## config.mk

```make
export PLATFORM = sky130hd
export DESIGN_NAME = tcw_front_flat
export DESIGN_NICKNAME = d
export VERILOG_FILES = /design/src/rtl/tcw_pkg.sv /design/src/rtl/tcw_in_if.sv /design/src/rtl/tcw_front.sv /design/src/flat_wrapper.sv
export SDC_FILE = /design/constraint.sdc
export NUM_CORES = 1
export LEC_CHECK = 0
export ABC_CLOCK_PERIOD_IN_PS = 2960
export BUFFER_PORTS_ARGS = -buffer_cell sky130_fd_sc_hd__buf_2
export CAP_MARGIN = 20
export CORE_UTILIZATION = 50
export DETAILED_ROUTE_END_ITERATION = 10
export HOLD_SLACK_MARGIN = 0.1
export PLACE_DENSITY_LB_ADDON = 0.12
export SLEW_MARGIN = 15
export SYNTH_ARGS = -nofsm -noshare
export SYNTH_HDL_FRONTEND = slang
export SYNTH_SLANG_ARGS = --single-unit
```

## constraint.sdc

```tcl
create_clock -name clk -period 2.96 [get_ports clk]
set_input_delay 0.592 -clock clk [delete_from_list [all_inputs] [get_ports clk]]
set_output_delay 0.592 -clock clk [all_outputs]
set_load 0.1 [all_outputs]
```

## src/rtl/tcw_pkg.sv

```systemverilog
// shared types and constants of the text console character writer
package tcw_pkg;

    localparam int OPCODE_W  = 2;
    localparam int CHAR_W    = 8;
    localparam int INDEX_W   = 11;
    localparam int CELL_W    = 16;
    localparam int ROW_OUT_W = 5;
    localparam int COL_OUT_W = 7;
    localparam int POS_OUT_W = 11;
    localparam int ATTR_W    = 8;

    localparam int APB_ADDR_W = 3;
    localparam int APB_DATA_W = 32;

    // register word index
    localparam logic REG_TEXT_ATTR = 1'b0;

    localparam logic [ATTR_W-1:0] ATTR_RESET = 8'h0F;

    localparam logic [OPCODE_W-1:0] OP_PUT   = 2'd0;
    localparam logic [OPCODE_W-1:0] OP_CLEAR = 2'd1;
    localparam logic [OPCODE_W-1:0] OP_READ  = 2'd2;

    localparam logic [CHAR_W-1:0] CH_NEWLINE   = 8'h0A;
    localparam logic [CHAR_W-1:0] CH_RETURN    = 8'h0D;
    localparam logic [CHAR_W-1:0] CH_BACKSPACE = 8'h08;
    localparam logic [CHAR_W-1:0] CH_SPACE     = 8'h20;

    typedef enum logic [2:0] {
        K_PUT       = 3'd0,
        K_NEWLINE   = 3'd1,
        K_RETURN    = 3'd2,
        K_BACKSPACE = 3'd3,
        K_CLEAR     = 3'd4,
        K_READ      = 3'd5,
        K_NOP       = 3'd6
    } kind_t;

    typedef struct packed {
        kind_t               kind;
        logic [CHAR_W-1:0]   char_code;
        logic [INDEX_W-1:0]  cell_index;
    } cmd_t;

endpackage

```

## src/rtl/tcw_in_if.sv

```systemverilog
// request channel: one word per console operation
interface tcw_in_if;
    logic                             valid;
    logic                             ready;
    logic [tcw_pkg::OPCODE_W-1:0]     opcode;
    logic [tcw_pkg::CHAR_W-1:0]       char_code;
    logic [tcw_pkg::INDEX_W-1:0]      cell_index;

    modport source (output valid, output opcode, output char_code, output cell_index,
                    input ready);
    modport sink   (input valid, input opcode, input char_code, input cell_index,
                    output ready);
endinterface

```

## src/rtl/tcw_front.sv

```systemverilog
// front end: takes request words, decodes them and queues commands
module tcw_front (
    input  logic          clk,
    input  logic          rst_n,
    tcw_in_if.sink        request,
    output logic          cmd_valid,
    output tcw_pkg::cmd_t cmd,
    input  logic          cmd_pop
);

    localparam int QDEPTH = 2;
    localparam int PTR_W  = $clog2(QDEPTH);
    localparam int CNT_W  = $clog2(QDEPTH + 1);

    tcw_pkg::cmd_t    q_reg [QDEPTH];
    logic [PTR_W-1:0] wr_ptr_reg;
    logic [PTR_W-1:0] wr_ptr_next;
    logic [PTR_W-1:0] rd_ptr_reg;
    logic [PTR_W-1:0] rd_ptr_next;
    logic [CNT_W-1:0] count_reg;
    logic [CNT_W-1:0] count_next;
    logic             push;
    tcw_pkg::cmd_t    decoded;

    function automatic tcw_pkg::kind_t classify(
        input logic [tcw_pkg::OPCODE_W-1:0] op,
        input logic [tcw_pkg::CHAR_W-1:0]   ch
    );
        tcw_pkg::kind_t k;
        k = tcw_pkg::K_NOP;
        case (op)
            tcw_pkg::OP_PUT:
            begin
                if (ch == tcw_pkg::CH_NEWLINE)
                    k = tcw_pkg::K_NEWLINE;
                else if (ch == tcw_pkg::CH_RETURN)
                    k = tcw_pkg::K_RETURN;
                else if (ch == tcw_pkg::CH_BACKSPACE)
                    k = tcw_pkg::K_BACKSPACE;
                else
                    k = tcw_pkg::K_PUT;
            end
            tcw_pkg::OP_CLEAR: k = tcw_pkg::K_CLEAR;
            tcw_pkg::OP_READ:  k = tcw_pkg::K_READ;
            default:           k = tcw_pkg::K_NOP;
        endcase
        return k;
    endfunction

    assign request.ready = (count_reg != CNT_W'(QDEPTH));
    assign push          = request.valid && request.ready;
    assign cmd_valid     = (count_reg != '0);
    assign cmd           = q_reg[rd_ptr_reg];

    always_comb
    begin
        decoded.kind       = classify(request.opcode, request.char_code);
        decoded.char_code  = request.char_code;
        decoded.cell_index = request.cell_index;
    end

    always_comb
    begin
        wr_ptr_next = push ? wr_ptr_reg + PTR_W'(1) : wr_ptr_reg;
        rd_ptr_next = cmd_pop ? rd_ptr_reg + PTR_W'(1) : rd_ptr_reg;
        count_next  = count_reg;
        if (push && !cmd_pop)
            count_next = count_reg + CNT_W'(1);
        else if (!push && cmd_pop)
            count_next = count_reg - CNT_W'(1);
    end

    always_ff @(posedge clk or negedge rst_n)
    begin
        if (!rst_n)
        begin
            wr_ptr_reg <= '0;
            rd_ptr_reg <= '0;
            count_reg  <= '0;
        end
        else
        begin
            wr_ptr_reg <= wr_ptr_next;
            rd_ptr_reg <= rd_ptr_next;
            count_reg  <= count_next;
        end
    end

    always_ff @(posedge clk)
    begin
        if (push)
        begin
            q_reg[wr_ptr_reg] <= decoded;
        end
    end

endmodule

```

## src/flat_wrapper.sv

```systemverilog
// flat-port wrapper written by rule: the top's interface ports become plain ports
module tcw_front_flat 
  (clk, rst_n, cmd_valid, cmd, cmd_pop, request_valid, request_opcode, request_char_code, request_cell_index, request_ready);
  tcw_in_if request_i ();
  input  logic clk;
  input  logic rst_n;
  output logic cmd_valid;
  output tcw_pkg::cmd_t cmd;
  input  logic cmd_pop;
  input wire logic [$bits(request_i.valid)-1:0] request_valid;
  input wire logic [$bits(request_i.opcode)-1:0] request_opcode;
  input wire logic [$bits(request_i.char_code)-1:0] request_char_code;
  input wire logic [$bits(request_i.cell_index)-1:0] request_cell_index;
  output wire logic [$bits(request_i.ready)-1:0] request_ready;
  assign request_i.valid = request_valid;
  assign request_i.opcode = request_opcode;
  assign request_i.char_code = request_char_code;
  assign request_i.cell_index = request_cell_index;
  assign request_ready = request_i.ready;
  tcw_front u_core (.clk(clk), .rst_n(rst_n), .request(request_i), .cmd_valid(cmd_valid), .cmd(cmd), .cmd_pop(cmd_pop));
endmodule
```

* Word-level counts from Yosys, hierarchy flattened *
Memories as Yosys holds them, arrays and structs flattened.
Index checks and enable logic that the tools add are counted.

cells by class
  reduce and logical (&&, ||, !) cells = 8
  muxes and demuxes = 8
  eq/ne operators = 6
  add/subtract/negate cells = 4

operators with widths
  cell                                                  count
  equality test 8 x 4 -> 1 bit (second input constant)  3
  one-hot mux 3 bit (3 select lines)                    1
  2-to-1 mux 2 bit                                      3
  2-to-1 mux 3 bit                                      2
  nonzero test 2 bit                                    2
  logical AND 1 bit                                     3
  adder 1 bit (second input constant)                   2
  adder 2 x 1 -> 2 bit (second input constant)          1
  equality test 2 x 1 -> 1 bit (second input constant)  1
  equality test 2 bit (second input constant)           1
  logical NOT 1 bit                                     2
  logical NOT 2 bit                                     1
  2-to-1 mux 1 bit                                      2
  inequality test 2 bit (second input constant)         1
  subtractor 2 x 1 -> 2 bit (second input constant)     1

storage, ports and cells
  register bits = 4
  bits in writable memories = 44
  output and inout port bits = 24
  input bits = 25
  memories = 1

memories
  memory        depth  bits a word  rd ports  clocked after Yosys merged registers in  wr ports  RTL line         source
  u_core.q_reg  2      22           1         0                                        1         tcw_front.sv:15  tcw_pkg::cmd_t q_reg [QDEPTH];

* Logic depth before layout (Yosys ltp) *
Gate-level depths: netlist of the first run.

  depth after elaboration = 6
  depth in mapped cells = 7
  depth with buffers taken out = 7

* Least setup slack after synthesis of the first run *
No wires, ideal clock.

  path kind = flip-flop to flip-flop
  start point = register u_core.count_reg[0]
  end point = memory u_core.q_reg[0][0] (netlist name), enable pin
  clock period less this slack = 2.830 ns
  required time = 2.559 ns
  buffers on the path = 0
  path slack = 0.130 ns
  cell stages (with the launch flop) = 4
  arrival time = 2.429 ns
  setup time = 0.401 ns
  path through = dfrtp_1 -> nand2b_1 -> nand2_1 -> nor2_1

between the ends
  cells in the longest elaborated chain, start to end = 4

ends and longest elaborated chain
  item                                    RTL line            source
  start: declaration                      tcw_front.sv:20     logic [CNT_W-1:0] count_reg;
  start signal: assignment                tcw_front.sv:85     count_reg <= count_next;
  inequality test 2 bit                   tcw_front.sv:50     assign request.ready = (count_reg != CNT_W'(QDEPTH));
  named net request_ready                 flat_wrapper.sv:14  output wire logic [$bits(request_i.ready)-1:0] request_ready;
  logical AND 1 bit                       tcw_front.sv:51     assign push = request.valid && request.ready;
  2-to-1 mux 1 bit                        tcw_front.sv:91     if (push)
  2-to-1 mux 1 bit (not written as such)  tcw_front.sv:93     q_reg[wr_ptr_reg] <= decoded;
  end: declaration                        tcw_front.sv:15

The timed path passes the listed nets, and every way through them passes these cells.

==> impl_metrics.ini, run 1 <==
[cts]
worstSkewPairLatency_ns = 0.30
post-cts-setup-buffers = 0
clk_pin_slew_ns = 0.08
cts_root_buf = clkbuf_8
cts_buffers = 5
tritoncts = done
htree_levels = 2
cts_buffer_depth = 2
cts_sinks = 48

[final_layout]
n_antenna_cell = 0
nFillCells = 280
layout-drive-gt1-share_pct = 53.90
regArea_um2 = 1421
areaGrowthSynthToFinish_pct = 21.37
largest_reg_flops = 44
multi_input_area_um2 = 409.1
final_net_count = 181

[die]
rows = 21
initial_core_util_pct = 54.09
die_w_um = 63.02
die_area_um2 = 3972
core_region_area_um2 = 3442
io_pins = 49
die_y_um = 63.02

[yosys]
synth.net_count = 125
synth-edff-count = 44
ys_top_cells_by_count = edfxtp_1 (44), mux2_2 (22), inv_1 (5), dfrtp_1 (4), xor2_1 (4)
yosysTopAreaCellShare_pct = 70.97
seq_area_frac_synth_pct = 76.34
synth.avg_cell_area_um2 = 19.19
ys_seq_elements = 48
async_reset_ff_share_pct = 8.333
synth_cells = 97
synth_cell_types = 18
syn_area_um2 = 1862
yosys.area.top_type = edfxtp_1
synth_top_cells_by_area = edfxtp_1 (71%), mux2_2 (13%), dfrtp_1 (5.4%), ha_1 (2.0%), xor2_1 (1.9%)
yosys_warnings = 0
synth_ff_type = edfxtp_1
synth_most_common_cell = edfxtp_1

[sta]
whs_ns = 0.4775
rsz0062_at_grt = no
worstMarginPinSlew_ns = 0.9602
min_period_ns = 2.610
worst_clock_skew_ns = 0.005894
setup_viol = 0
tns_ns = 0
hold_viol = 0
max_freq_mhz = 383.1
relSlewSlack_pct = 35.99
timing.final.crit_share_pct = 88.19
drv_slew = 0

[worst_setup_path]
worstPathArrival_ns = 2.02
endpoint_kind = primary output
crit_family = flip-flops
cp_cell_sequence = mux2_2 -> buf_2
path_buf_inv = 1
worst_ep_required_time_ns = 2.37
startpoint_type = register
slowest_stage = dfrtp_1
cp_max_fo = 23
critPathKind = reg -> out
cp_slowest_stage_delay_ns = 0.98

[run]
max_cap_viol_count = 0

[placement]
dpl.hpwl_um = 1895
io_buffers = 48
gp_congestion = 0.8024

[global_route]
antenna_found_initial = 0
grt_max_degree = 24
grt_util_all_layers_pct = 15.96
grt_pass1_wl_um = 4512
grt_pass1_vias = 990
overflow = 0

[route]
drcViolationCount = 0
drt_wl_total_um = 2722
ant_nets = 0
vias = 980
viasPerCell = 4.900
first_pass_iters = 4
wire_per_inst_um = 13.61
first_iter_violations = 41

[run_status]
status = finished, final reports clean

[min_path]
hold_path_class = in -> reg
[placed cells by master (no fill, tap or decap), types with 2 or more instances in the layout]
cell,n
inv_1,5
clkinv_2,2
dfrtp_1,4
xor2_1,4
mux2_2,22
ha_1,3
buf_2,48
clkbuf_8,5
edfxtp_1,44
buf_4,2
xnor2_1,2
[layer usage]
metal / vias up / share of wire [%] / track usage (%)
met3: 5 / 7.7 / 6.569
met4: 0 / 2.0 / 7.849
met2: 37 / 51 / 26.48
li1: 475 / - / -
met5: - / 0 / 0
met1: 463 / 39 / 17.52
[per-stage QoR]
stage | area, um2 | setup WS (ns) | util [%] | instances
2_1_floorplan | 1862 | 0.1301 | - | 97
3_3_place_gp | 2162 | 0.6453 | 62.81 | 191
3_5_place_dp | 2162 | 0.6652 | 62.81 | 191
4_1_cts | 2260 | 0.3033 | 65.65 | 200
5_1_grt | 2260 | 0.2006 | 65.65 | 200
6_report | 2260 | 0.3496 | 65.65 | 200
[final timing paths]
check | slack [ns] | cells past startpoint | from | to
min in group asynchronous | 0.62 | 2 | rst_n | u_core.count_reg[1]$_DFFE_PN0P_
worst min-delay path | 0.48 | 1 | request_cell_index[6] | u_core.q_reg[0][6]$_DFFE_PP_
worst max register to register | 1.23 | 4 | u_core.count_reg[0]$_DFFE_PN0P_ | u_core.q_reg[0][10]$_DFFE_PP_
max in group asynchronous | 2.22 | 2 | rst_n | u_core.wr_ptr_reg$_DFFE_PN0N_
worst max-delay path | 0.35 | 2 | u_core.rd_ptr_reg$_DFFE_PN0P_ | cmd[19]
worst min register to register | 0.50 | 1 | u_core.count_reg[1]$_DFFE_PN0P_ | u_core.count_reg[1]$_DFFE_PN0P_
[what timing repair did]
item	CTS	global route
hold buffers	1	0
endpoints found under the hold margin	4	0
setup endpoints to repair	0	0
resized for setup	0	0
[cells by family (layout without fill, tap and decap cells)]
kind of cell / after synthesis / count (layout) / share of synthesized area, %
DFF: 48 / 48 / 76.34
muxes: 22 / 22 / 13.31
and+or+nand+nor: 9 / 9 / 2.890
buffers and inverters: 7 / 64 / 1.814
xor gates and xnor gates: 6 / 6 / 2.823
adders and majority gates: 3 / 3 / 2.016
AOI/OAI and AO/OA: 2 / 2 / 0.8068
[final cells by class]
type,instances,share of cell area (%)
inverter,5,0.8306
tap,46,2.547
clock buffer,5,3.045
timing repair buffer,51,11.74
sequential,48,62.90
clock inverter,3,0.8306
multi-input combinational,42,18.11
Power of run 1 is left out: the tool's default activity adds up to more than one toggle a clock period on the data nets, which glitch-free logic cannot reach.
==> run 2: changes to the inputs <==
- HOLD_SLACK_MARGIN: 0.1 -> 0.08
- PLACE_DENSITY: unset -> 0.76
- PLACE_DENSITY_LB_ADDON: 0.12 -> unset
==> impl_metrics.ini, run 2 (synthesis gave the netlist of run 1 again) <==
[global_route]
antenna_found_initial = 0
grt_pass1_vias = 1097
overflow = 0
grt_pass1_wl_um = 4940
grt_util_all_layers_pct = 16.89
grt_max_degree = 23

[final_layout]
areaGrowthSynthToFinish_pct = 20.97
layout-drive-gt1-share_pct = 53.90
layout_common_cells = buf_2 (48), edfxtp_1 (44), mux2_2 (22)
final_net_count = 181
mostFrequentLayoutCell = buf_2
n_antenna_cell = 0
largest_reg_flops = 44

[worst_setup_path]
startpoint_type = register
reg2reg_to = u_core.count_reg[1]$_DFFE_PN0P_
endpoint_kind = primary output
reg2reg_depth = 7
r2r_setup_slack_ns = 1.44
critPathKind = reg -> out
cp_cell_sequence = buf_4 -> mux2_2 -> buf_2
cp_max_fo = 15
slowest_stage = dfrtp_1
path_buf_inv = 2
reg2reg_from = u_core.count_reg[0]$_DFFE_PN0P_
cp_slowest_stage_delay_ns = 0.56
worstPathArrival_ns = 1.83
crit_family = buffers and inverters
worst_ep_required_time_ns = 2.37

[min_path]
hold_path_class = in -> async

[sta]
rsz0062_at_grt = no
max_freq_mhz = 413.6
timing.final.crit_share_pct = 81.68
relSlewSlack_pct = 67.33
worstMarginPinSlew_ns = 0.4934
worst_clock_skew_ns = 0.004563
drv_slew = 0
setup_viol = 0
min_period_ns = 2.418
hold_viol = 0
tns_ns = 0

[cts]
cts_buffers = 5
post-cts-setup-buffers = 0
htree_levels = 2
clk_pin_slew_ns = 0.07
cts_resized = 0
worstSkewPairLatency_ns = 0.29
cts_sinks = 48
postCtsHoldBufs = 0
cts_buffer_depth = 2
tritoncts = done
cts_root_buf = clkbuf_8

[placement]
gp_congestion = 0.7338
io_buffers = 48
dpl.hpwl_um = 2108

[route]
wire_per_inst_um = 14.89
ant_nets = 0
drt_wl_total_um = 2977
drcViolationCount = 0
viasPerCell = 5.055
first_pass_iters = 2
first_iter_violations = 52
vias = 1011

[die]
core_region_area_um2 = 3442
die_w_um = 63.02
die_area_um2 = 3972
die_y_um = 63.02
rows = 21
io_pins = 49
initial_core_util_pct = 54.09

[run_status]
status = finished, final reports clean

[run]
max_cap_viol_count = 0
run 2: changes by cell type in the layout (fill, tap and decap cells not counted), sizes merged:
cell,change
dlygate4sd3,-1
buf,+1
run 2: worst max path at each step:
stage                                                from                           end  slack [ns]  cells past startpoint
final                       u_core.rd_ptr_reg$_DFFE_PN0P_                       cmd[21]        0.54                      3
after global routing        u_core.rd_ptr_reg$_DFFE_PN0P_                       cmd[21]        0.43                      3
after CTS                   u_core.rd_ptr_reg$_DFFE_PN0P_                       cmd[21]        0.51                      3
after detailed placement    u_core.rd_ptr_reg$_DFFE_PN0P_                       cmd[21]        0.84                      3
after global placement      u_core.rd_ptr_reg$_DFFE_PN0P_                       cmd[21]        0.87                      3
after floorplan           u_core.count_reg[0]$_DFFE_PN0P_  u_core.q_reg[0][0]$_DFFE_PP_        0.13                      3
run 2: stage by stage:
step	cells	utilization (%)	cell area [um2]	setup WS, ns	hold slack, ns
CTS	200	65.43	2252	0.5123	0.08613
global route	200	65.43	2252	0.4315	0.08023
finish	200	65.43	2252	0.5424	0.09443
floorplan	97	-	1862	0.1301	0.2964
detailed placement	192	63.03	2170	0.8383	0.4049
global placement	192	63.03	2170	0.8733	0.4017
run 2: layout make-up:
class	instances	area (um2)
flip-flops and latches	48	1421
fillers	271	1190
multi-input cells	42	409.1
repair buffers	51	262.8
clock buffers	5	68.82
well taps	46	57.56
inverters	5	18.77
clock inverters	3	13.76
run 2: layer usage:
metal	track usage (%)	share of wire [%]	vias up
met5	0	0	-
met4	7.849	1.6	0
met3	5.657	5.0	6
met2	30.11	55	34
met1	17.68	38	494
li1	-	-	477
Power of run 2 is left out for the same reason.
==> run 3: changes to the inputs <==
- ABC_CLOCK_PERIOD_IN_PS: 2960 -> 2000
- CORE_UTILIZATION: 50 -> 46
- PLACE_DENSITY: 0.76 -> 0.74
- clock period: 2.96 -> 2 ns (I/O delays scaled with it)
==> impl_metrics.ini, run 3 (synthesis gave the netlist of run 1 again) <==
[cts]
cts_buffer_depth = 2
cts_root_buf = clkbuf_8
tritoncts = done
cts_sinks = 48
clk_pin_slew_ns = 0.09
worstSkewPairLatency_ns = 0.29
cts_buffers = 5
cts_resized = 0
htree_levels = 2

[final_layout]
areaGrowthSynthToFinish_pct = 42.74
layout-drive-gt1-share_pct = 54.84
layout_common_cells = edfxtp_1 (44), buf_2 (26), mux2_2 (22), buf_12 (22)
fin_util_pct = 70.47
largest_reg_flops = 44
n_antenna_cell = 0
mostFrequentLayoutCell = edfxtp_1
final_net_count = 182
nFillCells = 224

[min_path]
hold_path_class = in -> reg

[global_route]
met1_usage_pct = 18.14
grt_util_all_layers_pct = 14.87
grt_pass1_wl_um = 4512
grt_pass1_vias = 993
global_route.usage.met2_pct = 23.85
grt_max_degree = 23
overflow = 0
grt_use_met3_pct = 5.729
antenna_found_initial = 0
busiest_layer = met2

[sta]
min_period_ns = 1.836
tns_ns = 0
setup_viol = 0
rsz0062_at_grt = no
timing.final.crit_share_pct = 91.79
worstMarginPinSlew_ns = 1.005
drv_slew = 0
hold_viol = 0
worst_clock_skew_ns = 0.005219
max_freq_mhz = 544.7
relSlewSlack_pct = 32.99

[worst_setup_path]
cp_max_fo = 13
startpoint_type = register
cp_cell_sequence = buf_4 -> mux2_2 -> buf_12
endpoint_kind = primary output
worstPathArrival_ns = 1.44
slowest_stage = mux2_2
crit_family = buffers and inverters
path_buf_inv = 2
cp_slowest_stage_delay_ns = 0.39
critPathKind = reg -> out
worst_ep_required_time_ns = 1.60

[die]
core_region_area_um2 = 3771
io_pins = 49
die_y_um = 65.62
die_w_um = 65.62
die_area_um2 = 4306
initial_core_util_pct = 49.37
rows = 22

[route]
vias = 995
first_pass_iters = 4
drcViolationCount = 0
wire_per_inst_um = 14.08
viasPerCell = 4.901
first_iter_violations = 25
ant_nets = 0
drt_wl_total_um = 2858

[run_status]
status = finished, final reports clean

[placement]
gp_congestion = 0.8513
io_buffers = 48
dpl.hpwl_um = 2035

[run]
max_cap_viol_count = 0
[run 3: changes by cell type in the layout (fill, tap and decap cells not counted)]
cell	before	now
clkinv_1	1	0
nand2b_2	0	1
nor2_4	0	1
bufinv_16	0	2
buf_12	0	22
inv_6	0	1
dlygate4sd3_1	0	1
clkinv_2	2	0
nor2_2	1	0
nand2b_1	1	0
buf_2	48	26
[run 3: path summary, 6_finish.rpt]
check | start | endpoint | slack [ns] | cells past startpoint
min in group asynchronous | rst_n | u_core.count_reg[0]$_DFFE_PN0P_ | 0.42 | 2
hold / removal | request_cell_index[10] | u_core.q_reg[0][10]$_DFFE_PP_ | 0.29 | 1
hold reg to reg | u_core.count_reg[1]$_DFFE_PN0P_ | u_core.count_reg[1]$_DFFE_PN0P_ | 0.53 | 1
max in group asynchronous | rst_n | u_core.rd_ptr_reg$_DFFE_PN0P_ | 1.46 | 2
setup reg to reg | u_core.count_reg[0]$_DFFE_PN0P_ | u_core.q_reg[1][17]$_DFFE_PP_ | 0.23 | 2
setup / recovery | u_core.rd_ptr_reg$_DFFE_PN0P_ | cmd[13] | 0.16 | 3
[run 3: repair_timing]
action                    in CTS  in global routing
hold endpoints to repair       4                  0
buffers inserted               0                  0
hold buffers                   1                  0
[run 3: area by class of cell]
cell class | count | area [um2] | area share [%]
flip-flops and latches | 48 | 1421 | 53.48
clock inverters | 3 | 68.82 | 2.589
repair buffers | 52 | 603.1 | 22.69
well taps | 48 | 60.06 | 2.260
multi-input cells | 42 | 416.7 | 15.68
inverters | 5 | 18.77 | 0.7062
clock buffers | 5 | 68.82 | 2.589
[run 3: metal layers]
layer	vias up	part of all wire (%)
met5	-	0
met4	0	1.4
met3	5	5.1
met2	35	48
met1	476	45
li1	479	-
[run 3: stage by stage]
stage / instance area [um2] / hold WS, ns / std cells / worst slack, ns
2_1_floorplan: 1872 / 0.1044 / 97 / 0.04208
3_3_place_gp: 2510 / 0.2078 / 194 / 0.2645
3_5_place_dp: 2510 / 0.2125 / 194 / 0.2153
4_1_cts: 2658 / 0.2799 / 203 / 0.1491
5_1_grt: 2658 / 0.2694 / 203 / 0.1010
6_report: 2658 / 0.2855 / 203 / 0.1642
Power of run 3 is left out for the same reason.
